`src/rtl/afic_pkg.sv`:
```
// Package for the assembly function instruction classifier.
// Holds shared constants, character helpers and the front-to-back line record type.
// Used by every module of the block.
package afic_pkg;

  localparam int MAX_NAME_CHARS   = 16;
  localparam int OPCODE_CHARS     = 15;
  localparam int OPCODE_OUT_CHARS = 7;
  localparam int COUNT_BITS       = 16;
  localparam int OPLEN_BITS       = $clog2(OPCODE_CHARS + 1);
  localparam int LINE_SAT         = 31;

  // Register indexes of the configuration port.
  localparam logic [1:0] REG_NAME_LOW  = 2'd0;
  localparam logic [1:0] REG_NAME_HIGH = 2'd1;
  localparam logic [1:0] REG_NAME_LEN  = 2'd2;
  localparam logic [1:0] REG_OP_LIMIT  = 2'd3;

  // Opcode classes.
  localparam logic [1:0] CLS_MOVE  = 2'd0;
  localparam logic [1:0] CLS_ARITH = 2'd1;
  localparam logic [1:0] CLS_CTRL  = 2'd2;
  localparam logic [1:0] CLS_OTHER = 2'd3;

  typedef enum logic [1:0] {
    SCAN_SEARCH = 2'd0,
    SCAN_BODY   = 2'd1,
    SCAN_DONE   = 2'd2
  } scan_phase_t;

  typedef enum logic [1:0] {
    OP_SKIP    = 2'd0,
    OP_COLLECT = 2'd1,
    OP_DONE    = 2'd2,
    OP_NONE    = 2'd3
  } op_phase_t;

  typedef logic [OPCODE_CHARS-1:0][7:0] op_buf_t;

  // One finished body line, handed from the front part to the back part.
  typedef struct packed {
    logic                  count_insn;   // tab-led nonblank line
    logic                  has_opcode;   // opcode to classify
    logic [OPLEN_BITS-1:0] op_len;
    op_buf_t               op_buf;
    logic                  summary;      // final byte: send summary afterwards
    logic                  found;        // label line was found
  } line_rec_t;

  function automatic logic is_alpha(input logic [7:0] c);
    return (c >= 8'h61 && c <= 8'h7a) || (c >= 8'h41 && c <= 8'h5a);
  endfunction

  function automatic logic is_alnum(input logic [7:0] c);
    return is_alpha(c) || (c >= 8'h30 && c <= 8'h39);
  endfunction

  function automatic logic is_space(input logic [7:0] c);
    return c == 8'h20 || (c >= 8'h09 && c <= 8'h0d);
  endfunction

  function automatic logic size_suffix(input logic [7:0] c);
    return c == "q" || c == "l" || c == "w" || c == "b";
  endfunction

  function automatic logic [COUNT_BITS-1:0] sat_inc(input logic [COUNT_BITS-1:0] v);
    return (&v) ? v : v + 1'b1;
  endfunction

endpackage

```
`src/rtl/afic_front.sv`:
```
// Front part: scans text bytes, finds the label, collects per-line opcode data.
// Depends on afic_pkg. Pushes one line record per body line or final byte.
module afic_front
  import afic_pkg::*;
(
  input  logic             clk,
  input  logic             rst_n,
  input  logic             in_valid,
  output logic             in_stall,
  input  logic [7:0]       in_text_byte,
  input  logic             in_last_byte,
  input  logic [63:0]      name_low,
  input  logic [63:0]      name_high,
  input  logic [4:0]       name_len,
  input  logic             q_full,
  output logic             q_push,
  output line_rec_t        q_data
);

  scan_phase_t           scan_r, scan_nxt;
  logic [4:0]            llen_r, llen_nxt;
  logic                  match_r, match_nxt;
  logic                  lbl_ok_r, lbl_ok_nxt;
  logic [7:0]            first_r, first_nxt;
  logic                  dotl_r, dotl_nxt;
  logic [1:0]            cbh_r, cbh_nxt;
  logic                  blank_r, blank_nxt;
  op_phase_t             oph_r, oph_nxt;
  logic                  dir_r, dir_nxt;
  op_buf_t               buf_r, buf_nxt;
  logic [OPLEN_BITS-1:0] olen_r, olen_nxt;

  logic       acc, is_nl, do_end;
  logic [4:0] nlen;
  logic [7:0] c, nbyte;

  assign in_stall = q_full;
  assign acc      = in_valid && !q_full;
  assign c        = in_text_byte;
  assign is_nl    = (c == 8'h0a);
  assign do_end   = is_nl || in_last_byte;
  assign nlen     = (name_len > 5'(MAX_NAME_CHARS)) ? 5'(MAX_NAME_CHARS) : name_len;
  assign nbyte    = llen_r[3] ? name_high[{llen_r[2:0], 3'b000} +: 8]
                              : name_low[{llen_r[2:0], 3'b000} +: 8];

  // Per-byte line state update, then line end evaluation.
  always_comb begin
    logic      lbl, body_line;
    scan_phase_t sc;
    scan_nxt   = scan_r;
    llen_nxt   = llen_r;
    match_nxt  = match_r;
    lbl_ok_nxt = lbl_ok_r;
    first_nxt  = first_r;
    dotl_nxt   = dotl_r;
    cbh_nxt    = cbh_r;
    blank_nxt  = blank_r;
    oph_nxt    = oph_r;
    dir_nxt    = dir_r;
    buf_nxt    = buf_r;
    olen_nxt   = olen_r;
    q_push     = 1'b0;
    q_data     = '0;
    lbl        = 1'b0;
    body_line  = 1'b0;
    sc         = scan_r;
    if (!is_nl) begin
      if (scan_r == SCAN_SEARCH) begin
        if (llen_r < nlen) begin
          if (c != nbyte) match_nxt = 1'b0;
        end else if (llen_r == nlen) begin
          lbl_ok_nxt = match_r && c == ":";
        end else if (llen_r == nlen + 5'd1) begin
          if (c != 8'h0d) lbl_ok_nxt = 1'b0;
        end
      end else if (scan_r == SCAN_BODY) begin
        if (llen_r == 5'd0) first_nxt = c;
        if (llen_r == 5'd1) dotl_nxt = (first_r == ".") && (c == "L");
        if (cbh_r == 2'd0) begin
          if (c == ":") cbh_nxt = 2'd1;
          else if (c == "#") cbh_nxt = 2'd2;
        end
        if (!is_space(c)) blank_nxt = 1'b0;
        if (oph_r == OP_SKIP) begin
          if (c == 8'h20 || c == 8'h09) begin
          end else if (is_alpha(c)) begin
            buf_nxt[0] = c;
            olen_nxt   = OPLEN_BITS'(1);
            oph_nxt    = OP_COLLECT;
          end else begin
            dir_nxt = (c == ".") || (c == "#");
            oph_nxt = OP_NONE;
          end
        end else if (oph_r == OP_COLLECT) begin
          if ((is_alnum(c) || c == "_") && olen_r < OPLEN_BITS'(OPCODE_CHARS)) begin
            buf_nxt[olen_r] = c;
            olen_nxt = olen_r + 1'b1;
          end else begin
            oph_nxt = OP_DONE;
          end
        end
      end
      if (llen_r != 5'(LINE_SAT)) llen_nxt = llen_r + 5'd1;
    end
    if (do_end) begin
      if (scan_r == SCAN_SEARCH) begin
        if (lbl_ok_nxt) sc = SCAN_BODY;
      end else if (scan_r == SCAN_BODY && llen_nxt != 5'd0) begin
        lbl = first_nxt != 8'h09 && cbh_nxt == 2'd1;
        if (lbl) begin
          if (!dotl_nxt) sc = SCAN_DONE;
        end else if (!dir_nxt) begin
          body_line = 1'b1;
        end
      end
      q_data.count_insn = body_line && !blank_nxt && first_nxt == 8'h09;
      q_data.has_opcode = body_line && (oph_nxt == OP_COLLECT || oph_nxt == OP_DONE)
                          && olen_nxt != '0;
      q_data.op_len     = olen_nxt;
      q_data.op_buf     = buf_nxt;
      q_data.summary    = in_last_byte;
      q_data.found      = sc != SCAN_SEARCH;
      q_push            = acc && (body_line || in_last_byte);
      scan_nxt   = in_last_byte ? SCAN_SEARCH : sc;
      llen_nxt   = '0;
      match_nxt  = 1'b1;
      lbl_ok_nxt = 1'b0;
      first_nxt  = '0;
      dotl_nxt   = 1'b0;
      cbh_nxt    = 2'd0;
      blank_nxt  = 1'b1;
      oph_nxt    = OP_SKIP;
      dir_nxt    = 1'b0;
      olen_nxt   = '0;
    end
  end

  // Line state registers; the opcode buffer is payload only.
  always_ff @(posedge clk) begin
    if (!rst_n) begin
      scan_r   <= SCAN_SEARCH;
      llen_r   <= '0;
      match_r  <= 1'b1;
      lbl_ok_r <= 1'b0;
      first_r  <= '0;
      dotl_r   <= 1'b0;
      cbh_r    <= 2'd0;
      blank_r  <= 1'b1;
      oph_r    <= OP_SKIP;
      dir_r    <= 1'b0;
      olen_r   <= '0;
    end else if (acc) begin
      scan_r   <= scan_nxt;
      llen_r   <= llen_nxt;
      match_r  <= match_nxt;
      lbl_ok_r <= lbl_ok_nxt;
      first_r  <= first_nxt;
      dotl_r   <= dotl_nxt;
      cbh_r    <= cbh_nxt;
      blank_r  <= blank_nxt;
      oph_r    <= oph_nxt;
      dir_r    <= dir_nxt;
      olen_r   <= olen_nxt;
    end
  end

  always_ff @(posedge clk) begin
    if (acc) buf_r <= buf_nxt;
  end

  // The opcode length never passes the buffer depth.
  a_olen_range: assert property (@(posedge clk) disable iff (!rst_n)
    olen_r <= OPLEN_BITS'(OPCODE_CHARS)) else $error("opcode length overflow");
  // A line being collected in the body always holds a first character.
  a_collect_len: assert property (@(posedge clk) disable iff (!rst_n)
    oph_r == OP_COLLECT |-> olen_r != '0) else $error("collecting with no chars");
  // Nothing is pushed while the queue is full.
  a_no_push_full: assert property (@(posedge clk) disable iff (!rst_n)
    q_full |-> !q_push) else $error("push into full queue");

endmodule

```
`src/rtl/afic_queue.sv`:
```
// Short queue of line records between the front and back parts.
// Depends on afic_pkg for the record type.
module afic_queue
  import afic_pkg::*;
(
  input  logic      clk,
  input  logic      rst_n,
  input  logic      push,
  input  line_rec_t push_data,
  output logic      full,
  input  logic      pop,
  output logic      empty,
  output line_rec_t head
);

  localparam int DEPTH = 4;
  localparam int AW    = $clog2(DEPTH);

  line_rec_t      mem_r [DEPTH];
  logic [AW-1:0]  wp_r, rp_r;
  logic [AW:0]    cnt_r;

  assign full  = cnt_r == (AW+1)'(DEPTH);
  assign empty = cnt_r == '0;
  assign head  = mem_r[rp_r];

  // Pointer and fill count.
  always_ff @(posedge clk) begin
    if (!rst_n) begin
      wp_r  <= '0;
      rp_r  <= '0;
      cnt_r <= '0;
    end else begin
      if (push) wp_r <= wp_r + 1'b1;
      if (pop)  rp_r <= rp_r + 1'b1;
      cnt_r <= cnt_r + (AW+1)'(push) - (AW+1)'(pop);
    end
  end

  always_ff @(posedge clk) begin
    if (push) mem_r[wp_r] <= push_data;
  end

  a_no_over: assert property (@(posedge clk) disable iff (!rst_n)
    full |-> !push) else $error("queue overflow");
  a_no_under: assert property (@(posedge clk) disable iff (!rst_n)
    empty |-> !pop) else $error("queue underflow");
  a_count: assert property (@(posedge clk) disable iff (!rst_n)
    cnt_r <= (AW+1)'(DEPTH)) else $error("queue count out of range");

endmodule

```
`src/rtl/afic_back.sv`:
```
// Back part: strips suffixes, classifies opcodes, keeps counters, drives results.
// Depends on afic_pkg. Pops line records from the queue.
module afic_back
  import afic_pkg::*;
(
  input  logic                  clk,
  input  logic                  rst_n,
  input  logic [15:0]           op_limit,
  input  logic                  q_empty,
  input  line_rec_t             q_head,
  output logic                  q_pop,
  output logic                  out_valid,
  input  logic                  out_stall,
  output logic                  out_item_kind,
  output logic [55:0]           out_opcode_text,
  output logic [1:0]            out_opcode_class,
  output logic                  out_function_found,
  output logic [15:0]           out_instruction_count,
  output logic [15:0]           out_mov_count,
  output logic [15:0]           out_arith_count,
  output logic [15:0]           out_control_count,
  output logic [15:0]           out_other_count,
  output logic [15:0]           out_opcode_total,
  output logic                  out_last_item
);

  logic [COUNT_BITS-1:0] insn_r, mov_r, ari_r, ctl_r, oth_r, tot_r, emit_r;
  // Second half of a record that gives both an opcode and the summary.
  logic                  pend_r;

  logic                  ov_r;
  logic                  kind_r, found_r, last_r;
  logic [55:0]           text_r;
  logic [1:0]            cls_r;
  logic [15:0]           ic_r, mc_r, ac_r, cc_r, oc_r, tc_r;

  logic                  slot_free;
  logic [OPLEN_BITS-1:0] len1, len;
  logic [1:0]            cls;
  logic                  emit_op;
  logic [55:0]           text;
  logic                  take, fin;
  logic [COUNT_BITS-1:0] insn_upd, mov_upd, ari_upd, ctl_upd, oth_upd, tot_upd, emit_upd;

  assign slot_free = !ov_r || !out_stall;

  // Suffix stripping, applied up to twice.
  always_comb begin
    len1 = q_head.op_len;
    if (len1 > OPLEN_BITS'(3) && size_suffix(q_head.op_buf[len1 - 1'b1])) len1 = len1 - 1'b1;
    len = len1;
    if (len > OPLEN_BITS'(3) && size_suffix(q_head.op_buf[len - 1'b1])) len = len - 1'b1;
  end

  function automatic logic op_is(input op_buf_t b, input logic [OPLEN_BITS-1:0] l,
                                 input logic [39:0] s, input int n);
    logic ok;
    ok = (l == OPLEN_BITS'(n));
    for (int i = 0; i < 5; i++) begin
      if (i < n && b[i] != s[8*(n-1-i) +: 8]) ok = 1'b0;
    end
    return ok;
  endfunction

  function automatic logic op_pre(input op_buf_t b, input logic [OPLEN_BITS-1:0] l,
                                  input logic [39:0] s, input int n);
    logic ok;
    ok = (l >= OPLEN_BITS'(n));
    for (int i = 0; i < 5; i++) begin
      if (i < n && b[i] != s[8*(n-1-i) +: 8]) ok = 1'b0;
    end
    return ok;
  endfunction

  // Opcode classification.
  always_comb begin
    op_buf_t b;
    b = q_head.op_buf;
    if (op_is(b, len, "mov", 3) || op_is(b, len, "movz", 4) || op_is(b, len, "movs", 4) ||
        op_is(b, len, "lea", 3) || op_is(b, len, "xchg", 4) || op_is(b, len, "push", 4) ||
        op_is(b, len, "pop", 3) || op_pre(b, len, "cmov", 4) ||
        op_pre(b, len, "movzb", 5) || op_pre(b, len, "movsb", 5) ||
        op_pre(b, len, "movzw", 5) || op_pre(b, len, "movsw", 5) ||
        op_pre(b, len, "movzl", 5) || op_pre(b, len, "movsl", 5)) begin
      cls = CLS_MOVE;
    end else if (op_is(b, len, "add", 3) || op_is(b, len, "sub", 3) ||
        op_is(b, len, "mul", 3) || op_is(b, len, "imul", 4) || op_is(b, len, "div", 3) ||
        op_is(b, len, "idiv", 4) || op_is(b, len, "inc", 3) || op_is(b, len, "dec", 3) ||
        op_is(b, len, "neg", 3) || op_is(b, len, "not", 3) || op_is(b, len, "and", 3) ||
        op_is(b, len, "or", 2) || op_is(b, len, "xor", 3) || op_is(b, len, "sh", 2) ||
        op_is(b, len, "shr", 3) || op_is(b, len, "shl", 3) || op_is(b, len, "sar", 3) ||
        op_is(b, len, "sal", 3) || op_is(b, len, "adc", 3) || op_is(b, len, "sbb", 3) ||
        op_is(b, len, "ror", 3) || op_is(b, len, "rol", 3) || op_is(b, len, "cmp", 3) ||
        op_is(b, len, "test", 4) || op_pre(b, len, "set", 3)) begin
      cls = CLS_ARITH;
    end else if (op_pre(b, len, "j", 1) || op_is(b, len, "call", 4) ||
        op_is(b, len, "ret", 3) || op_is(b, len, "loop", 4)) begin
      cls = CLS_CTRL;
    end else begin
      cls = CLS_OTHER;
    end
  end

  always_comb begin
    text = '0;
    for (int i = 0; i < OPCODE_OUT_CHARS; i++) begin
      if (OPLEN_BITS'(i) < len) text[8*i +: 8] = q_head.op_buf[i];
    end
  end

  // An opcode result is emitted only below the limit and only on the first pass.
  assign emit_op = !pend_r && q_head.has_opcode && (emit_r < op_limit);
  assign q_pop   = !q_empty && slot_free && !(emit_op && q_head.summary);
  assign take    = !q_empty && slot_free;
  // The record finishes the text here and clears the counters.
  assign fin     = q_head.summary && !emit_op;

  // Counter values once the head record's line is counted.
  always_comb begin
    insn_upd = insn_r;
    mov_upd  = mov_r;
    ari_upd  = ari_r;
    ctl_upd  = ctl_r;
    oth_upd  = oth_r;
    tot_upd  = tot_r;
    emit_upd = emit_r;
    if (!pend_r) begin
      if (q_head.count_insn) insn_upd = sat_inc(insn_r);
      if (q_head.has_opcode) begin
        tot_upd = sat_inc(tot_r);
        case (cls)
          CLS_MOVE:  mov_upd = sat_inc(mov_r);
          CLS_ARITH: ari_upd = sat_inc(ari_r);
          CLS_CTRL:  ctl_upd = sat_inc(ctl_r);
          default:   oth_upd = sat_inc(oth_r);
        endcase
        if (emit_op) emit_upd = sat_inc(emit_r);
      end
    end
  end

  always_ff @(posedge clk) begin
    if (!rst_n) begin
      insn_r <= '0; mov_r <= '0; ari_r <= '0; ctl_r <= '0;
      oth_r  <= '0; tot_r <= '0; emit_r <= '0;
      pend_r <= 1'b0;
      ov_r   <= 1'b0;
    end else begin
      if (slot_free) ov_r <= !q_empty && (emit_op || q_head.summary);
      if (take) begin
        if (fin) begin
          insn_r <= '0; mov_r <= '0; ari_r <= '0; ctl_r <= '0;
          oth_r  <= '0; tot_r <= '0; emit_r <= '0;
        end else begin
          insn_r <= insn_upd; mov_r <= mov_upd; ari_r <= ari_upd; ctl_r <= ctl_upd;
          oth_r  <= oth_upd;  tot_r <= tot_upd; emit_r <= emit_upd;
        end
        if (emit_op) pend_r <= q_head.summary;
        else if (q_head.summary) pend_r <= 1'b0;
      end
    end
  end

  // Output register; the summary reads counters that include this record's opcode.
  always_ff @(posedge clk) begin
    if (take && (emit_op || q_head.summary)) begin
      kind_r  <= !emit_op;
      text_r  <= emit_op ? text : '0;
      cls_r   <= emit_op ? cls : CLS_MOVE;
      found_r <= emit_op ? 1'b1 : q_head.found;
      last_r  <= emit_op ? !q_head.summary : 1'b1;
      ic_r    <= emit_op ? '0 : insn_upd;
      mc_r    <= emit_op ? '0 : mov_upd;
      ac_r    <= emit_op ? '0 : ari_upd;
      cc_r    <= emit_op ? '0 : ctl_upd;
      oc_r    <= emit_op ? '0 : oth_upd;
      tc_r    <= emit_op ? '0 : tot_upd;
    end
  end

  assign out_valid             = ov_r;
  assign out_item_kind         = kind_r;
  assign out_opcode_text       = text_r;
  assign out_opcode_class      = cls_r;
  assign out_function_found    = found_r;
  assign out_instruction_count = ic_r;
  assign out_mov_count         = mc_r;
  assign out_arith_count       = ac_r;
  assign out_control_count     = cc_r;
  assign out_other_count       = oc_r;
  assign out_opcode_total      = tc_r;
  assign out_last_item         = last_r;

  // A stalled result stays in place.
  a_hold: assert property (@(posedge clk) disable iff (!rst_n)
    ov_r && out_stall |=> ov_r && $stable(text_r) && $stable(kind_r))
    else $error("stalled result changed");
  // The second pass only exists for a summary record.
  a_pend: assert property (@(posedge clk) disable iff (!rst_n)
    pend_r |-> (!q_empty && q_head.summary)) else $error("pending with no summary");
  // Emitted count never exceeds the opcode total.
  a_emit: assert property (@(posedge clk) disable iff (!rst_n)
    emit_r <= tot_r) else $error("emitted above total");

endmodule

```
`src/rtl/asm_function_insn_classifier_unit.sv`:
```
// Top level of the assembly function instruction classifier.
// Depends on afic_pkg, afic_front, afic_queue and afic_back.
//
// Usage: text bytes enter on the in_ channel (in_valid, in_stall,
// in_text_byte, in_last_byte), one byte per cycle. The front part walks the
// line state and, at each body line end or final byte, pushes one record
// into a four-entry queue. The back part strips suffixes, classifies the
// opcode, updates saturating counters and presents results on the out_
// channel through a single output register.
// Throughput: one byte per cycle while in_stall is low. The back part handles
// a record in one pass, or in an opcode pass and then a summary pass when the
// final byte both emits an opcode result and asks for the summary.
// Configuration (cfg_we, cfg_index, cfg_wdata) must be written only while idle;
// the block does not enforce it. Reset clears all scan state and counters and
// loads the register defaults. When the receiver stalls, the result holds, the
// queue fills, and in_stall rises once it is full; no byte or result is lost.
module asm_function_insn_classifier_unit
  import afic_pkg::*;
(
  input  logic        clk,
  input  logic        rst_n,
  input  logic        in_valid,
  output logic        in_stall,
  input  logic [7:0]  in_text_byte,
  input  logic        in_last_byte,
  input  logic        cfg_we,
  input  logic [1:0]  cfg_index,
  input  logic [63:0] cfg_wdata,
  output logic        out_valid,
  input  logic        out_stall,
  output logic        out_item_kind,
  output logic [55:0] out_opcode_text,
  output logic [1:0]  out_opcode_class,
  output logic        out_function_found,
  output logic [15:0] out_instruction_count,
  output logic [15:0] out_mov_count,
  output logic [15:0] out_arith_count,
  output logic [15:0] out_control_count,
  output logic [15:0] out_other_count,
  output logic [15:0] out_opcode_total,
  output logic        out_last_item
);

  logic [63:0] name_low_r, name_high_r;
  logic [4:0]  name_len_r;
  logic [15:0] op_limit_r;

  logic      q_full, q_empty, q_push, q_pop;
  line_rec_t q_in, q_head;

  // Configuration registers.
  always_ff @(posedge clk) begin
    if (!rst_n) begin
      name_low_r  <= '0;
      name_high_r <= '0;
      name_len_r  <= 5'd1;
      op_limit_r  <= 16'hffff;
    end else if (cfg_we) begin
      unique case (cfg_index)
        REG_NAME_LOW:  name_low_r  <= cfg_wdata;
        REG_NAME_HIGH: name_high_r <= cfg_wdata;
        REG_NAME_LEN:  name_len_r  <= cfg_wdata[4:0];
        REG_OP_LIMIT:  op_limit_r  <= cfg_wdata[15:0];
        default: ;
      endcase
    end
  end

  afic_front u_front (
    .clk, .rst_n, .in_valid, .in_stall, .in_text_byte, .in_last_byte,
    .name_low(name_low_r), .name_high(name_high_r), .name_len(name_len_r),
    .q_full, .q_push, .q_data(q_in)
  );

  afic_queue u_queue (
    .clk, .rst_n, .push(q_push), .push_data(q_in), .full(q_full),
    .pop(q_pop), .empty(q_empty), .head(q_head)
  );

  afic_back u_back (
    .clk, .rst_n, .op_limit(op_limit_r), .q_empty, .q_head, .q_pop,
    .out_valid, .out_stall, .out_item_kind, .out_opcode_text, .out_opcode_class,
    .out_function_found, .out_instruction_count, .out_mov_count, .out_arith_count,
    .out_control_count, .out_other_count, .out_opcode_total, .out_last_item
  );

  a_stall_full: assert property (@(posedge clk) disable iff (!rst_n)
    in_stall |-> q_full) else $error("input stalled with room in queue");
  a_summary_last: assert property (@(posedge clk) disable iff (!rst_n)
    out_valid && out_item_kind |-> out_last_item) else $error("summary not last");
  a_op_found: assert property (@(posedge clk) disable iff (!rst_n)
    out_valid && !out_item_kind |-> out_function_found) else $error("opcode without label");

endmodule
```
`config.mk`:
```
export PLATFORM = sky130hd
export DESIGN_NAME = asm_function_insn_classifier_unit
export DESIGN_NICKNAME = d
export VERILOG_FILES = /design/src/rtl/afic_pkg.sv /design/src/rtl/afic_front.sv /design/src/rtl/afic_queue.sv /design/src/rtl/afic_back.sv /design/src/rtl/asm_function_insn_classifier_unit.sv
export SDC_FILE = /design/constraint.sdc
export NUM_CORES = 2
export LEC_CHECK = 0
export ABC_AREA = 1
export ABC_CLOCK_PERIOD_IN_PS = 15300
export BUFFER_PORTS_ARGS = -buffer_cell sky130_fd_sc_hd__buf_2
export CORE_MARGIN = 3
export CORE_UTILIZATION = 62
export DETAILED_ROUTE_END_ITERATION = 16
export PLACE_DENSITY_LB_ADDON = 0.15
export SYNTH_ARGS = -nofsm -noshare
export SYNTH_HDL_FRONTEND = slang
export SYNTH_SLANG_ARGS = --single-unit
```
`constraint.sdc`:
```
create_clock -name clk -period 15.3 [get_ports clk]
set_input_delay 2.295 -clock clk [delete_from_list [all_inputs] [get_ports clk]]
set_output_delay 2.295 -clock clk [all_outputs]
set_load 0.03 [all_outputs]
```
* Word level (Yosys, flattened, before mapping)
Memories as Yosys holds them, arrays and structs flattened. A register that Yosys moved wholly into a read port is not among the register bits.
Cells that the tools add are included.
** Storage, ports and cells
- Flip-flop bits (word level) :: 575
- Bits in writable memories :: 512
- Input bits :: 80
- Logic and storage cells :: 611
- Memories kept :: 1
** Operators by class
- Add/sub/neg operators :: 16
- $lt $le $gt $ge :: 29
- Equal/unequal tests :: 94
- Shift-type cells :: 2
- Muxes and demuxes :: 279
- Reductions and logical operators :: 131
** Memory list
- u_queue.mem_r :: words 4, width 128, rd ports 1, clocked after Yosys merged registers in 1, write ports 1, RTL line afic_queue.sv:19 : line_rec_t mem_r [DEPTH];
** Operator list (count)
- 120-bit two-way mux :: 5
- 16-bit two-way mux :: 33
- 8-bit by 7-bit inequality test with 1-bit output, second input constant :: 52
- 1-bit two-way mux :: 181
- 128-bit two-way mux :: 1
- 64-bit by 7-bit variable part select with 8-bit output :: 2
- 120-bit bitwise mux :: 1
- 16-bit by 1-bit adder with 16-bit output, second input constant :: 7
- 112-bit two-way mux :: 1
- 16-bit AND reduction :: 7
- 8-bit two-way mux :: 12
- 8-bit by 7-bit == test with 1-bit output, second input constant :: 10
- 8-bit binary-select mux with 4-bit select :: 2
- 1-bit logical OR :: 57
- 2-bit two-way mux :: 27
- 4-bit two-way mux :: 11
- 8-bit by 6-bit == test with 1-bit output, second input constant :: 5
- 8-bit demux with 4-bit select :: 1
- 1-bit logical AND :: 26
- 2-bit AND reduction :: 13
- 8-bit by 4-bit == test with 1-bit output, second input constant :: 3
- 5-bit two-way mux :: 4
- 8-bit by 7-bit greater-or-equal comparator with 1-bit output, second input constant :: 2
- 8-bit by 7-bit <= comparator with 1-bit output, second input constant :: 2
- other kinds (43) :: 86

* Depth between registers and ports, before layout
- Depth after elaboration :: 75
- Gate-level depth with buffers :: 60

* By module
From an unflattened synthesis, not the netlist that was laid out.
** Unflattened totals
- Cell total of the unflattened synthesis :: 6469
- Area total of the unflattened synthesis :: 54551.1 um2
** Modules (own cells, without submodules)
- afic_queue :: times used 1, cells an instance 1548, area an instance 20582.2 um2
- afic_back :: times used 1, cells an instance 2484, area an instance 17211.5 um2
- afic_front :: times used 1, cells an instance 1508, area an instance 10506.3 um2
- asm_function_insn_classifier_unit :: times used 1, cells an instance 929, area an instance 6251.0 um2

* Worst setup path after synthesis
OpenSTA, ideal clock, no wires.
- Path type :: in2reg
- From :: input port in_valid
- To :: memory u_queue.mem_r[0][0] (netlist bit), enable pin
- Setup time :: 617 ps
- Arrival time :: 13698 ps
- Required time :: 14683 ps
- Slack :: 985 ps
- Cell stages on the path :: 6
- Cells stage by stage :: inv_1 nor2_1 inv_2 nor2_1 o21ai_1 nor2_1
** On the way
- Word-level cells in the longest chain between the ends :: 5
** RTL lines
- start, declared :: RTL line asm_function_insn_classifier_unit.sv:22 : input logic in_valid,
- 1-bit logical AND :: RTL line afic_front.sv:38 : assign acc = in_valid && !q_full;
- named net u_front.acc :: RTL line afic_front.sv:33 : logic acc, is_nl, do_end;
- 1-bit logical AND :: RTL line afic_front.sv:123 : q_push = acc && (body_line || in_last_byte);
- 1-bit two-way mux :: RTL line afic_front.sv:105 : if (do_end) begin
- 1-bit two-way mux :: RTL line afic_queue.sv:41 : if (push) mem_r[wp_r] <= push_data;
- 1-bit two-way mux (not written as such) :: RTL line afic_queue.sv:41
- end, declared :: RTL line afic_queue.sv:19
The timed path passes the listed nets, and every way through them passes these cells.

==> reports/qor.csv <==
stage;metric;value;unit
outcome;status;completed;
yosys;syn_area;51500;sq um
clock_network;cts.htree.levels;3;
yosys;synth_ff_type;edfxtp_1;
grt;grt.total_usage;31.5;%
yosys;synth_top_area_share;46.0;%
clock_network;ctsHoldBuffers;0;
route;routed_wl;138;mm
yosys;yosysUniqueCellTypes;65;
route;dr.pass1.iters;9;
route;final_antenna_net_count;0;
placed_design;hpwl;86.0;mm
critical_path;cp.arrival;10.53;ns
grt;antenna_found_initial;6;
floorplanning;core-area;82200;sq um
yosys;synth_top_family_by_area;simple AND/OR/NAND/NOR gates;
power_and_ir_drop;p_switching;4.67;mW
sta;slew_viol_final;0;
clock_network;cts_buffers;109;
sta;finalCriticalPeriod;10.13;ns
yosys;synthCells;5840;
route;first_iter_violations;4757;
power_and_ir_drop;power_leakage;23.1;nW
cells_and_area;final_cell_mix;1361 x nand2_1, 789 x edfxtp_1, 775 x nor2_1;
cells_and_area;n_fill_cell;6462;
critical_path;worst_path_most_repeated_cell;nand2_1;
yosys;yosysWarningCount;0;
route;drcViolationCount;0;
cells_and_area;nNetsFinal;6088;
clock_network;clock_sinks;1089;
clock_network;clock_latency;0.69;ns
placed_design;io_buffers;238;
floorplanning;die_h;294;um
power_and_ir_drop;p_int;6.33;mW
yosys;ys_seq_area_share;57.6;%
floorplanning;rows;105;
cells_and_area;drive_gt1_share;11.0;%
power_and_ir_drop;p_sw_share;42.4;%
clock_network;cts_root_buf;clkbuf_16;
route;drt-vias-per-instance;5.71;
yosys;synthXorXnorAreaFrac;1.09;%
yosys;synth-edff-count;789;
yosys;synth_async_sr_flop_share;0;%
yosys;synth_fa_ha_area_share;1.08;%
power_and_ir_drop;vdd_drop_max;210;uV
power_and_ir_drop;pwr_density_cell;193;nW/um^2
floorplanning;die_w;294;um
floorplanning;start_util;62.6;%
cells_and_area;area_delta_synth_final;10.4;%
sta;fin_crit_sh;66.2;%
route;vias;40700;
critical_path;worst_setup_path_end_kind;flop;
sta;tns;0;ns
sta;worst_pin_slew;1.17;ns
yosys;synthSimpleGateAreaFrac;24.5;%
yosys;ys_ff_latch;1089;
grt;grt_pass1_vias;37800;
critical_path;start_kind;flop;
sta;hold_viol_final;0;
power_and_ir_drop;p_seq_share;35.2;%
floorplanning;die_area;86600;sq um
sta;finalSetupViolCount;0;
power_and_ir_drop;pwr-share-comb;40.6;%
clock_network;clk_pin_slew;0.06;ns
route;avgRoutedWirePerCell;19.4;um
job;drv_cap;0;
critical_path;cp_data_required_time;15.70;ns
grt;globalRouteOverflowTotal;0;
clock_network;cts_tree;done;
clock_network;ctsResizeCount;0;
critical_path;path_class;flop to flop;
clock_network;post_cts_buffers;0;
sta;slew_headroom;21.9;%
power_and_ir_drop;pwr-share-clk;24.2;%
critical_path;critPathMaxStageDelay;0.87;ns
placed_design;place_congestion;0.982;
yosys;synth_compound_area_share;8.60;%
grt;grt_max_degree;139;
grt;grt_pass1_wl;214;mm
sta;fmax;98.7;MHz
sta;rsz0062_at_grt;false;
sta;fin_worst_skew;0.0386;ns
yosys;syn_nets;5964;
critical_path;cp_max_fo;85;
yosys;ys_top_cells_by_area;edfxtp_1 46%, dfxtp_1 12%, nand2_1 9.9%, nor2_1 5.7%, nand3_1 4.6%;
yosys;muxShareOfSynthArea;0.0194;%
clock_network;cts_max_path_buffers;3;
cells_and_area;utilization;69.2;%
cells_and_area;final_common_cell;nand2_1;
min_path;hold_class;flop to flop;
floorplanning;ioPinCount;239;
yosys;yosysTopAreaCell;edfxtp_1;
yosys;syn_area_per_cell;8.82;sq um
min_path;hp-start;u_front.match_r$_SDFFE_PN1P_;
critical_path;crit_slowest_cell;nand2_2;
-- layout make-up --
class / instances / area, sq um / area share [%]
timing repair buffer: 302 / 1690 / 2.96
multi-input combinational: 3861 / 18300 / 32.2
sequential: 1089 / 29700 / 52.2
clock inverter: 57 / 544 / 0.957
tap: 1070 / 1340 / 2.35
antenna: 6 / 15.0 / 0.0264
inverter: 601 / 2270 / 3.99
clock buffer: 146 / 3030 / 5.32
-- through the flow --
stage	hold WS [ns]	power, mW	std cells	setup WS, ns	cell area, sq um
finish	0.450	11.0	7132	5.17	56900
global route	0.477	11.6	7130	4.21	56900
CTS	0.450	11.0	7126	5.35	56900
detailed placement	0.435	8.33	6923	5.38	53300
global placement	0.430	8.28	6923	5.57	53300
floorplan	0.419	7.06	5840	0.985	51500
-- power by group through the flow --
stage	Clock [mW]	Combinational (mW)	Sequential [mW]
final	2.66	4.47	3.88
after global placement	0	4.35	3.93
after global routing	2.80	4.86	3.91
after detailed placement	0	4.39	3.94
after CTS	2.68	4.41	3.88
after floorplan	0	2.68	4.38
-- registers in the layout, indices dropped and copies added (netlist names), 56 cells and up, named ones only --
register and count:
u_queue.mem_r 512, name_high_r 64, u_front.buf_r 120, name_low_r 64, u_back.out_opcode_text 56
-- layer usage --
metal,track usage [%],up-vias,share of wire (%)
li1,-,19700,-
met4,9.94,2,3.0
met2,50.9,1770,47
met1,44.3,19000,42
met5,0,-,0.0094
met3,4.54,288,8.4
-- critical path, delay by kind of cell (launching register included) --
| family | cells | cell delay (ns) |
|---|---|---|
| AND/OR/NAND/NOR | 42 | 5.73 |
| buffers and inverters | 8 | 2.68 |
| flip-flops | 1 | 0.72 |
| adder cells (fa/ha/maj) | 2 | 0.64 |
-- worst paths after layout --
path              cells after the start                                       to  slack (ns)
hold reg to reg                       2             u_front.match_r$_SDFFE_PN1P_        0.45
hold / removal                        2             u_front.match_r$_SDFFE_PN1P_        0.45
setup reg to reg                     52  u_back.out_arith_count[7]$_SDFFCE_PP0P_        5.17
setup / recovery                     52  u_back.out_arith_count[7]$_SDFFCE_PP0P_        5.17
-- synthesized netlist by cell type, types with 3 or more instances --
master and n:
o21ai_2 3, nor4_1 24, xor2_1 49, inv_2 15, o21ai_1 16, or2_2 114, nand2_1 1361, buf_1 4
a21oi_1 262, or2_1 7, nor2_2 8, nand3_2 3, ha_1 43, o211ai_1 29, xnor2_1 15, o31ai_1 6
nor2_4 4, buf_2 64, nor3b_1 4, nand3_1 475, nand2_2 14, clkbuf_1 180, clkinv_1 7, dfxtp_1 300
nor2_1 784, buf_4 20, nand2_4 6, o21a_1 3, nand4_1 43, edfxtp_1 789, and2_1 14, o21ai_0 337
nand3b_1 17, a31oi_1 9, o221ai_1 14, a211oi_1 69, inv_1 578, o22ai_1 28, or2_0 6, buf_6 21
nor3_1 64
-- kinds of logic after synthesis --
| group | count (synthesis) |
|---|---|
| and+or+nand+nor | 2957 |
| DFF | 1089 |
| buffers and inverters | 890 |
| AOI/OAI and AO/OA | 795 |
| xor gates and xnor gates | 64 |
| adders and majority gates | 44 |
| muxes | 1 |
Note: power is estimated with default switching activity, not from simulation.
